==> config.mk <==
export PLATFORM = sky130hd
export DESIGN_NAME = process_slot_scheduler
export DESIGN_NICKNAME = d
export VERILOG_FILES = /design/src/hw/rtl/pss_pkg.sv /design/src/hw/rtl/process_slot_scheduler.sv /design/src/hw/rtl/pss_datapath.sv /design/src/hw/rtl/pss_control.sv
export SDC_FILE = /design/constraint.sdc
export NUM_CORES = 2
export LEC_CHECK = 0
export ABC_AREA = 0
export BUFFER_PORTS_ARGS = -buffer_cell sky130_fd_sc_hd__clkbuf_2
export CELL_PAD_IN_SITES_DETAIL_PLACEMENT = 1
export CELL_PAD_IN_SITES_GLOBAL_PLACEMENT = 2
export CORE_UTILIZATION = 36
export CTS_BUF_LIST = sky130_fd_sc_hd__clkbuf_2 sky130_fd_sc_hd__clkbuf_4 sky130_fd_sc_hd__clkbuf_8
export DETAILED_ROUTE_END_ITERATION = 12
export MAX_ROUTING_LAYER = met4
export PLACE_DENSITY = 0.81
export SLEW_MARGIN = 10
export SYNTH_ARGS = -nofsm -noshare
export SYNTH_HDL_FRONTEND = slang
export SYNTH_SLANG_ARGS = --single-unit
==> constraint.sdc <==
create_clock -name aclk -period 5.3 [get_ports aclk]
set_input_delay 0.53 -clock aclk [delete_from_list [all_inputs] [get_ports aclk]]
set_output_delay 0.53 -clock aclk [all_outputs]
set_load 0.02 [all_outputs]
==> src/hw/rtl/pss_pkg.sv <==
// ----------------------------------------------------------------------------
// Process slot scheduler package
// Shared types, constants and command codes.
// ----------------------------------------------------------------------------
package pss_pkg;

    localparam int SlotCount = 16;
    localparam int SlotBits  = $clog2(SlotCount);
    localparam int TimeBits  = 32;
    localparam int PrioBits  = 5;
    localparam int QuantBits = 5;
    localparam int CntBits   = $clog2(SlotCount + 1);

    localparam logic signed [PrioBits-1:0] PRIO_TOP    = -5'sd10;
    localparam logic signed [PrioBits-1:0] PRIO_BOTTOM = 5'sd10;

    typedef enum logic [1:0] {
        CMD_CREATE   = 2'd0,
        CMD_DELETE   = 2'd1,
        CMD_SLEEP    = 2'd2,
        CMD_SCHEDULE = 2'd3
    } cmd_t;

    typedef enum logic [1:0] {
        MODE_RR  = 2'd0,
        MODE_ML  = 2'd1,
        MODE_MLF = 2'd2,
        MODE_RSV = 2'd3
    } mode_t;

    typedef enum logic [1:0] {
        ST_DEAD  = 2'd0,
        ST_RUN   = 2'd1,
        ST_SLEEP = 2'd2,
        ST_FREE3 = 2'd3
    } status_t;

    // Controller to datapath.
    typedef struct packed {
        logic load;   // capture the input transaction
        logic wake;   // wake all expired sleepers
        logic start;  // reset scan registers
        logic step;   // examine one slot
        logic apply;  // commit the command
    } dp_cmd_t;

    // Datapath to controller.
    typedef struct packed {
        logic     is_scan;
        logic     scan_last;
    } dp_stat_t;

endpackage

==> src/hw/rtl/process_slot_scheduler.sv <==
// ----------------------------------------------------------------------------
// Process slot scheduler
// Slot table with create, delete, sleep and schedule commands.
// ----------------------------------------------------------------------------
// Channel   Direction  Content
// s_axis    in         command, target, priority, sleep and current time, slot
// m_axis    out        result slot, ok, quantum
// cfg       in         sched_mode
//
// Each transaction runs accept, wake, start, scan, commit and result; schedule
// scans 15 slots, create scans from slot 0 until it finds the first free slot,
// and delete and sleep skip the scan. Reset is synchronous and active low and
// marks all slots dead.
// A result waits in the output register while the next command is accepted;
// the next result stalls until that register is drained.
module process_slot_scheduler (
    input  logic        aclk,
    input  logic        aresetn,
    input  logic        s_tvalid,
    output logic        s_tready,
    // command[1:0], target_slot[5:2], new_prio[11:6], sleep_seconds[43:12],
    // now_seconds[75:44], current_slot[79:76]
    input  logic [79:0] s_tdata,
    output logic        m_tvalid,
    input  logic        m_tready,
    // result_slot[3:0], ok[4], result_quantum[9:5]
    output logic [15:0] m_tdata,
    input  logic        cfg_valid,
    output logic        cfg_ready,
    input  logic [1:0]  cfg_data
);

    logic [1:0]        mode_reg;
    pss_pkg::dp_cmd_t  cmd;
    pss_pkg::dp_stat_t stat;
    logic              res_load;
    logic [3:0]        rs;
    logic              rok;
    logic [4:0]        rq;
    logic [9:0]        out_reg;

    // The mode changes only while no command is in flight.
    assign cfg_ready = s_tready && !m_tvalid;
    always_ff @(posedge aclk) begin
        if (!aresetn) mode_reg <= pss_pkg::MODE_RR;
        else if (cfg_valid && cfg_ready) mode_reg <= cfg_data;
    end

    pss_control u_ctrl (
        .aclk(aclk), .aresetn(aresetn), .in_valid(s_tvalid), .in_ready(s_tready),
        .out_valid(m_tvalid), .out_ready(m_tready), .res_load(res_load),
        .cmd(cmd), .stat(stat)
    );

    pss_datapath u_dp (
        .aclk(aclk), .aresetn(aresetn), .cmd(cmd), .stat(stat), .mode(mode_reg),
        .in_data(s_tdata), .res_slot(rs), .res_ok(rok), .res_quantum(rq)
    );

    always_ff @(posedge aclk) begin
        if (res_load) out_reg <= {rq, rok, rs};
    end
    assign m_tdata = {6'b0, out_reg};

endmodule

==> src/hw/rtl/pss_datapath.sv <==
// ----------------------------------------------------------------------------
// Process slot scheduler datapath
// Slot table, scan pointer and the per-slot compare logic.
// ----------------------------------------------------------------------------
module pss_datapath (
    input  logic                        aclk,
    input  logic                        aresetn,
    input  pss_pkg::dp_cmd_t            cmd,
    output pss_pkg::dp_stat_t           stat,
    input  logic [1:0]                  mode,
    input  logic [79:0]                 in_data,
    output logic [pss_pkg::SlotBits-1:0]  res_slot,
    output logic                        res_ok,
    output logic [pss_pkg::QuantBits-1:0] res_quantum
);

    localparam int SB = pss_pkg::SlotBits;
    localparam int PB = pss_pkg::PrioBits;
    localparam int QB = pss_pkg::QuantBits;
    localparam int TB = pss_pkg::TimeBits;

    pss_pkg::status_t              status_reg [pss_pkg::SlotCount];
    logic signed [PB-1:0]          prio_reg   [pss_pkg::SlotCount];
    logic [TB-1:0]                 wake_reg   [pss_pkg::SlotCount];
    logic [QB-1:0]                 quant_reg  [pss_pkg::SlotCount];

    logic [1:0]           ccmd_reg;
    logic [SB-1:0]        tgt_reg;
    logic signed [5:0]    nprio_reg;
    logic [31:0]          secs_reg;
    logic [TB-1:0]        now_reg;
    logic [SB-1:0]        cur_reg;

    logic [pss_pkg::CntBits-1:0] k_reg;
    logic [SB-1:0]        best_reg;
    logic                 found_reg;
    logic [SB-1:0]        idx;
    logic                 fb;
    logic                 ml;
    logic signed [PB-1:0] cprio;
    logic signed [PB-1:0] aged;

    assign fb = (mode == pss_pkg::MODE_MLF);
    assign ml = (mode == pss_pkg::MODE_ML) || fb;

    // Create scans from slot 0; schedule scans cur+1 .. cur+N-1.
    always_comb begin
        if (ccmd_reg == pss_pkg::CMD_CREATE) begin
            idx = k_reg[SB-1:0];
        end else begin
            idx = cur_reg + k_reg[SB-1:0];
        end
    end

    assign stat.is_scan   = (ccmd_reg == pss_pkg::CMD_CREATE)
                         || (ccmd_reg == pss_pkg::CMD_SCHEDULE);
    assign stat.scan_last = (ccmd_reg == pss_pkg::CMD_CREATE)
                         ? (k_reg == pss_pkg::CntBits'(pss_pkg::SlotCount - 1)) || found_reg
                         : (k_reg == pss_pkg::CntBits'(pss_pkg::SlotCount - 1));

    always_comb begin
        if (nprio_reg > 6'sd10) begin
            cprio = pss_pkg::PRIO_BOTTOM;
        end else if (nprio_reg < -6'sd10) begin
            cprio = pss_pkg::PRIO_TOP;
        end else begin
            cprio = nprio_reg[PB-1:0];
        end
        if (prio_reg[cur_reg] < pss_pkg::PRIO_BOTTOM) begin
            aged = prio_reg[cur_reg] + PB'(1);
        end else begin
            aged = pss_pkg::PRIO_BOTTOM;
        end
    end

    always_ff @(posedge aclk) begin
        if (cmd.load) begin
            ccmd_reg  <= in_data[1:0];
            tgt_reg   <= in_data[5:2];
            nprio_reg <= in_data[11:6];
            secs_reg  <= in_data[43:12];
            now_reg   <= in_data[75:44];
            cur_reg   <= in_data[79:76];
        end
        if (cmd.start) begin
            if (ccmd_reg == pss_pkg::CMD_CREATE) begin
                k_reg <= '0;
                found_reg <= 1'b0;
                best_reg <= '0;
            end else begin
                k_reg <= pss_pkg::CntBits'(1);
                found_reg <= 1'b0;
                best_reg <= (status_reg[cur_reg] == pss_pkg::ST_RUN) ? cur_reg : '0;
            end
        end
        if (cmd.step) begin
            if (ccmd_reg == pss_pkg::CMD_CREATE) begin
                if (!found_reg) begin
                    if (status_reg[idx] != pss_pkg::ST_RUN
                        && status_reg[idx] != pss_pkg::ST_SLEEP) begin
                        found_reg <= 1'b1;
                        best_reg  <= idx;
                    end else begin
                        k_reg <= k_reg + pss_pkg::CntBits'(1);
                    end
                end
            end else begin
                if (status_reg[idx] == pss_pkg::ST_RUN) begin
                    if (ml) begin
                        if (prio_reg[idx] <= prio_reg[best_reg]) begin
                            best_reg <= idx;
                        end
                    end else if (!found_reg) begin
                        found_reg <= 1'b1;
                        best_reg  <= idx;
                    end
                end
                k_reg <= k_reg + pss_pkg::CntBits'(1);
            end
        end
    end

    // Slot table; status resets, other fields reset to zero as well.
    always_ff @(posedge aclk) begin
        if (!aresetn) begin
            for (int i = 0; i < pss_pkg::SlotCount; i++) begin
                status_reg[i] <= pss_pkg::ST_DEAD;
                prio_reg[i]   <= '0;
                wake_reg[i]   <= '0;
                quant_reg[i]  <= '0;
            end
        end else begin
            // Only a schedule command wakes expired sleepers.
            if (cmd.wake && ccmd_reg == pss_pkg::CMD_SCHEDULE) begin
                for (int i = 0; i < pss_pkg::SlotCount; i++) begin
                    if (status_reg[i] == pss_pkg::ST_SLEEP && now_reg >= wake_reg[i]) begin
                        status_reg[i] <= pss_pkg::ST_RUN;
                    end
                end
            end
            if (cmd.apply) begin
                case (ccmd_reg)
                    pss_pkg::CMD_CREATE: begin
                        if (found_reg) begin
                            status_reg[best_reg] <= pss_pkg::ST_RUN;
                            prio_reg[best_reg]   <= cprio;
                            quant_reg[best_reg]  <= '0;
                        end
                    end
                    pss_pkg::CMD_DELETE: begin
                        status_reg[tgt_reg] <= pss_pkg::ST_DEAD;
                        wake_reg[tgt_reg]   <= '0;
                        quant_reg[tgt_reg]  <= '0;
                        if (fb) prio_reg[tgt_reg] <= pss_pkg::PRIO_TOP;
                    end
                    pss_pkg::CMD_SLEEP: begin
                        status_reg[tgt_reg] <= pss_pkg::ST_SLEEP;
                        wake_reg[tgt_reg]   <= now_reg + secs_reg;
                        if (fb) prio_reg[tgt_reg] <= pss_pkg::PRIO_TOP;
                    end
                    default: begin
                        if (fb) begin
                            prio_reg[cur_reg]  <= aged;
                            quant_reg[cur_reg] <= QB'(aged + PB'(10));
                        end
                    end
                endcase
            end
        end
    end

    // The result is formed after the commit, so an aged quantum is reported.
    always_comb begin
        res_slot    = '0;
        res_ok      = 1'b1;
        res_quantum = '0;
        case (ccmd_reg)
            pss_pkg::CMD_CREATE: begin
                res_ok   = found_reg;
                res_slot = found_reg ? best_reg : '0;
            end
            pss_pkg::CMD_SCHEDULE: begin
                res_slot    = (ml || found_reg) ? best_reg
                            : ((status_reg[cur_reg] == pss_pkg::ST_RUN) ? cur_reg : '0);
                res_quantum = quant_reg[res_slot];
            end
            default: ;
        endcase
    end

endmodule

==> src/hw/rtl/pss_control.sv <==
// ----------------------------------------------------------------------------
// Process slot scheduler controller
// Sequences load, wake, scan, commit and output of one command.
// ----------------------------------------------------------------------------
module pss_control (
    input  logic                aclk,
    input  logic                aresetn,
    input  logic                in_valid,
    output logic                in_ready,
    output logic                out_valid,
    input  logic                out_ready,
    output logic                res_load,
    output pss_pkg::dp_cmd_t    cmd,
    input  pss_pkg::dp_stat_t   stat
);

    typedef enum logic [5:0] {
        S_IDLE  = 6'b000001,
        S_WAKE  = 6'b000010,
        S_START = 6'b000100,
        S_SCAN  = 6'b001000,
        S_RES   = 6'b010000,
        S_APPLY = 6'b100000
    } state_t;

    state_t state_reg, state_next;
    logic   ov_reg, ov_next;

    assign in_ready  = (state_reg == S_IDLE);
    assign out_valid = ov_reg;

    always_comb begin
        state_next = state_reg;
        ov_next    = ov_reg && !out_ready;
        cmd        = '0;
        res_load   = 1'b0;
        unique case (state_reg)
            S_IDLE: begin
                cmd.load = in_valid;
                if (in_valid) state_next = S_WAKE;
            end
            S_WAKE: begin
                cmd.wake   = 1'b1;
                state_next = S_START;
            end
            S_START: begin
                cmd.start  = 1'b1;
                state_next = stat.is_scan ? S_SCAN : S_APPLY;
            end
            S_SCAN: begin
                cmd.step = 1'b1;
                if (stat.scan_last) state_next = S_APPLY;
            end
            S_APPLY: begin
                cmd.apply  = 1'b1;
                state_next = S_RES;
            end
            S_RES: begin
                // Wait for the output register to free up.
                if (!ov_reg || out_ready) begin
                    res_load   = 1'b1;
                    ov_next    = 1'b1;
                    state_next = S_IDLE;
                end
            end
            default: state_next = S_IDLE;
        endcase
    end

    always_ff @(posedge aclk) begin
        if (!aresetn) begin
            state_reg <= S_IDLE;
            ov_reg    <= 1'b0;
        end else begin
            state_reg <= state_next;
            ov_reg    <= ov_next;
        end
    end

endmodule
==> flow_summary_export.csv <==
group,metric,value,unit
status,status,"complete, no violations",
detailed_routing,firstDrtPassIters,5,
pwr,vdd_ir_drop_max,0.266,mV
timing,setup_tns,0,ps
setup_path,critPathLaunchType,"flop",
synth,ys_types,94,
timing,fin_hold_ws,99.3,ps
timing,tightest_slew,1310,ps
setup_path,cp.arrival,5520,ps
synth,synth-seq-cells,817,
setup_path,worstPathRequired,6100,ps
detailed_routing,num_vias,34900,
setup_path,crit_type,"reg2reg",
place,place_congestion,0.920,
grt,grt_antenna_before_repair,8,
synth,seq_area_frac_synth,50.9,%
place,placed_area,0.0506,mm²
detailed_routing,routed_wl,142,mm
min_path,hp-class,"in2reg",
grt,grt_pass1_wl,217,mm
setup_path,crit_buf_inv,1,
detailed_routing,route.detailed.drc,0,
detailed_routing,drtIter0Drc,2175,
setup_path,critical_path_cell_count,17,
setup_path,crit_family,"compound AO/OA/AOI/OAI gates",
clock_tree,post_cts_buffers,0,
finish,fin_nets,5314,
timing,relSlewSlack,12.7,%
finish,largest_register_ffs,512,
min_path,min_path_cells,1,
timing,setup_ws,582,ps
pwr,power_density,310,mW/mm²
floorplan,die_w,366,µm
finish,stdcell_count,6537,
clock_tree,root_buffer,"clkbuf_8",
finish,final_common_cell,"edfxtp_1",
timing,finalHoldViolations,0,
clock_tree,cts_tree,"built",
pwr,p_leak,22.3,nW
synth,synth_warnings,0,
clock_tree,cts.sinks,817,
finish,layout_common_cells,"794 x edfxtp_1, 751 x nor2_1, 561 x ha_1",
pwr,power,16.9,mW
synth,synth_ff_type,"edfxtp_1",
setup_path,crit_path_top_delay_cell,"dfxtp_1",
place,place_inst,6184,
finish,layout-drive-gt1-share,12.6,%
floorplan,die_h,366,µm
setup_path,crit_chain,"ha_1, fa_1, mux2i_4, buf_4, mux4_2, mux2i_1, o21ai_0, ha_1, nor2b_1, o21a_1, o21a_1, o311ai_0, o21ai_0, o21ai_0, and3_1, o21ba_2, mux2i_1",
timing,setup_violations,0,
place,port_buffers,99,
synth,syn_inst,4389,
clock_tree,clk_pin_slew_worst_paths,60,ps
grt,track_usage,21.8,%
place,dpl.hpwl,103,mm
synth,syn_avg_cell_area,10.9,µm²
floorplan,core_area,0.131,mm²
place,place_ws,627,ps
synth,synth_area,0.0477,mm²
flow_run,cap_violations,0,
synth,synth-edff-count,794,
floorplan,num_rows,133,
timing,skew,38.4,ps
detailed_routing,wire_per_inst,21.7,µm
grt,grt_max_degree,42,
floorplan,dieArea,0.134,mm²
clock_tree,numCtsBuffers,146,
timing,fin_crit_sh,89.0,%
setup_path,crit_fanout,20,
timing,slew_viol_final,0,
timing,max_freq,212,MHz
setup_path,crit_path_end_kind,"flop",
grt,grt_pass1_vias,36600,
finish,fin_util,41.4,%
timing,period_needed,4720,ps
floorplan,start_util,36.3,%
setup_path,cpMostUsedCell,"o21ai_0",
detailed_routing,routed_via_density,5.34,
clock_tree,htreeDepth,4,
setup_path,max_stage_delay,500,ps
setup_path,rrSetupSlack,580,ps
setup_path,r2r_cells,17,
detailed_routing,ant_nets,0,
floorplan,ios,106,
clock_tree,insertion_delay,870,ps
timing,rsz0062_at_grt,"false",
synth,async_flop_share,0,%
finish,final_area,0.0545,mm²
grt,overflow,0,
clock_tree,clockBufferDepth,3,
finish,area_delta_synth_final,14.1,%
==> Yosys cell counts (19+ instances only) <==
cell	number	area, µm²
edfxtp_1	794	23800
nor2_1	751	2820
ha_1	561	7020
inv_1	547	2050
nand2_1	264	991
a21oi_1	194	971
a21o_1	157	1180
o21ai_0	132	661
clkbuf_1	118	443
nand4_1	86	538
mux4_2	78	1760
nor2b_1	57	357
nand3_1	54	270
nand2b_1	48	300
nor3_1	37	185
mux2i_1	35	350
buf_2	31	155
a211oi_1	29	218
dfxtp_1	23	460
and2_1	20	125
nor2_2	19	119
==> per-layer routing <==
metal  up-vias  global-route usage [%]  part of all wire, %
met2       895                    35.5                   48
li1      16200                       -                    -
met3       205                    3.31                  5.5
met5         -                       -                    0
met4         0                    6.37                  2.3
met1     17600                    28.0                   44
==> kinds of logic after synthesis <==
group	share of synthesized area, %
multiplexers	4.73
XOR/XNOR	0.551
other	0.00786
AND/OR/NAND/NOR	13.7
flip-flops	50.9
adder cells (fa/ha/maj)	14.8
AO/OA/AOI/OAI	9.48
buffers and inverters	5.82
==> worst paths after layout <==
path / from / end
worst max-delay path: u_dp.k_reg[0]$_DFF_P_ / u_dp.best_reg[2]$_DFF_P_
worst min-delay path: s_tdata[60] / u_dp.now_reg[16]$_DFFE_PP_
worst max register to register: u_dp.k_reg[0]$_DFF_P_ / u_dp.best_reg[2]$_DFF_P_
worst min register to register: u_dp.k_reg[4]$_DFF_P_ / u_dp.k_reg[4]$_DFF_P_
==> what timing repair did <==
| action | 4_1_cts | 5_1_grt |
|---|---|---|
| hold endpoints to repair | 87 | 0 |
| hold buffers | 87 | 0 |
| resized for setup | 0 | 0 |
| endpoints found under the setup margin | 0 | 0 |
==> power by group <==
part	leakage, nW	internal [mW]	switching, mW	total (mW)
Combinational	12.4	1.19	1.88	3.08
Sequential	8.31	7.34	0.222	7.56
Clock	1.58	3.47	2.77	6.24
==> cell type report <==
cell class | count | area (µm²)
Timing Repair Buffer | 287 | 2120
Antenna cell | 3 | 7.51
Inverter | 548 | 2060
Sequential cell | 817 | 24300
Clock buffer | 211 | 2540
Multi-Input combinational cell | 2864 | 20800
Tap cell | 1755 | 2200
Clock inverter | 52 | 470
Fill cell | 14500 | 77000
No activity file was read; power rests on OpenSTA's default activity.
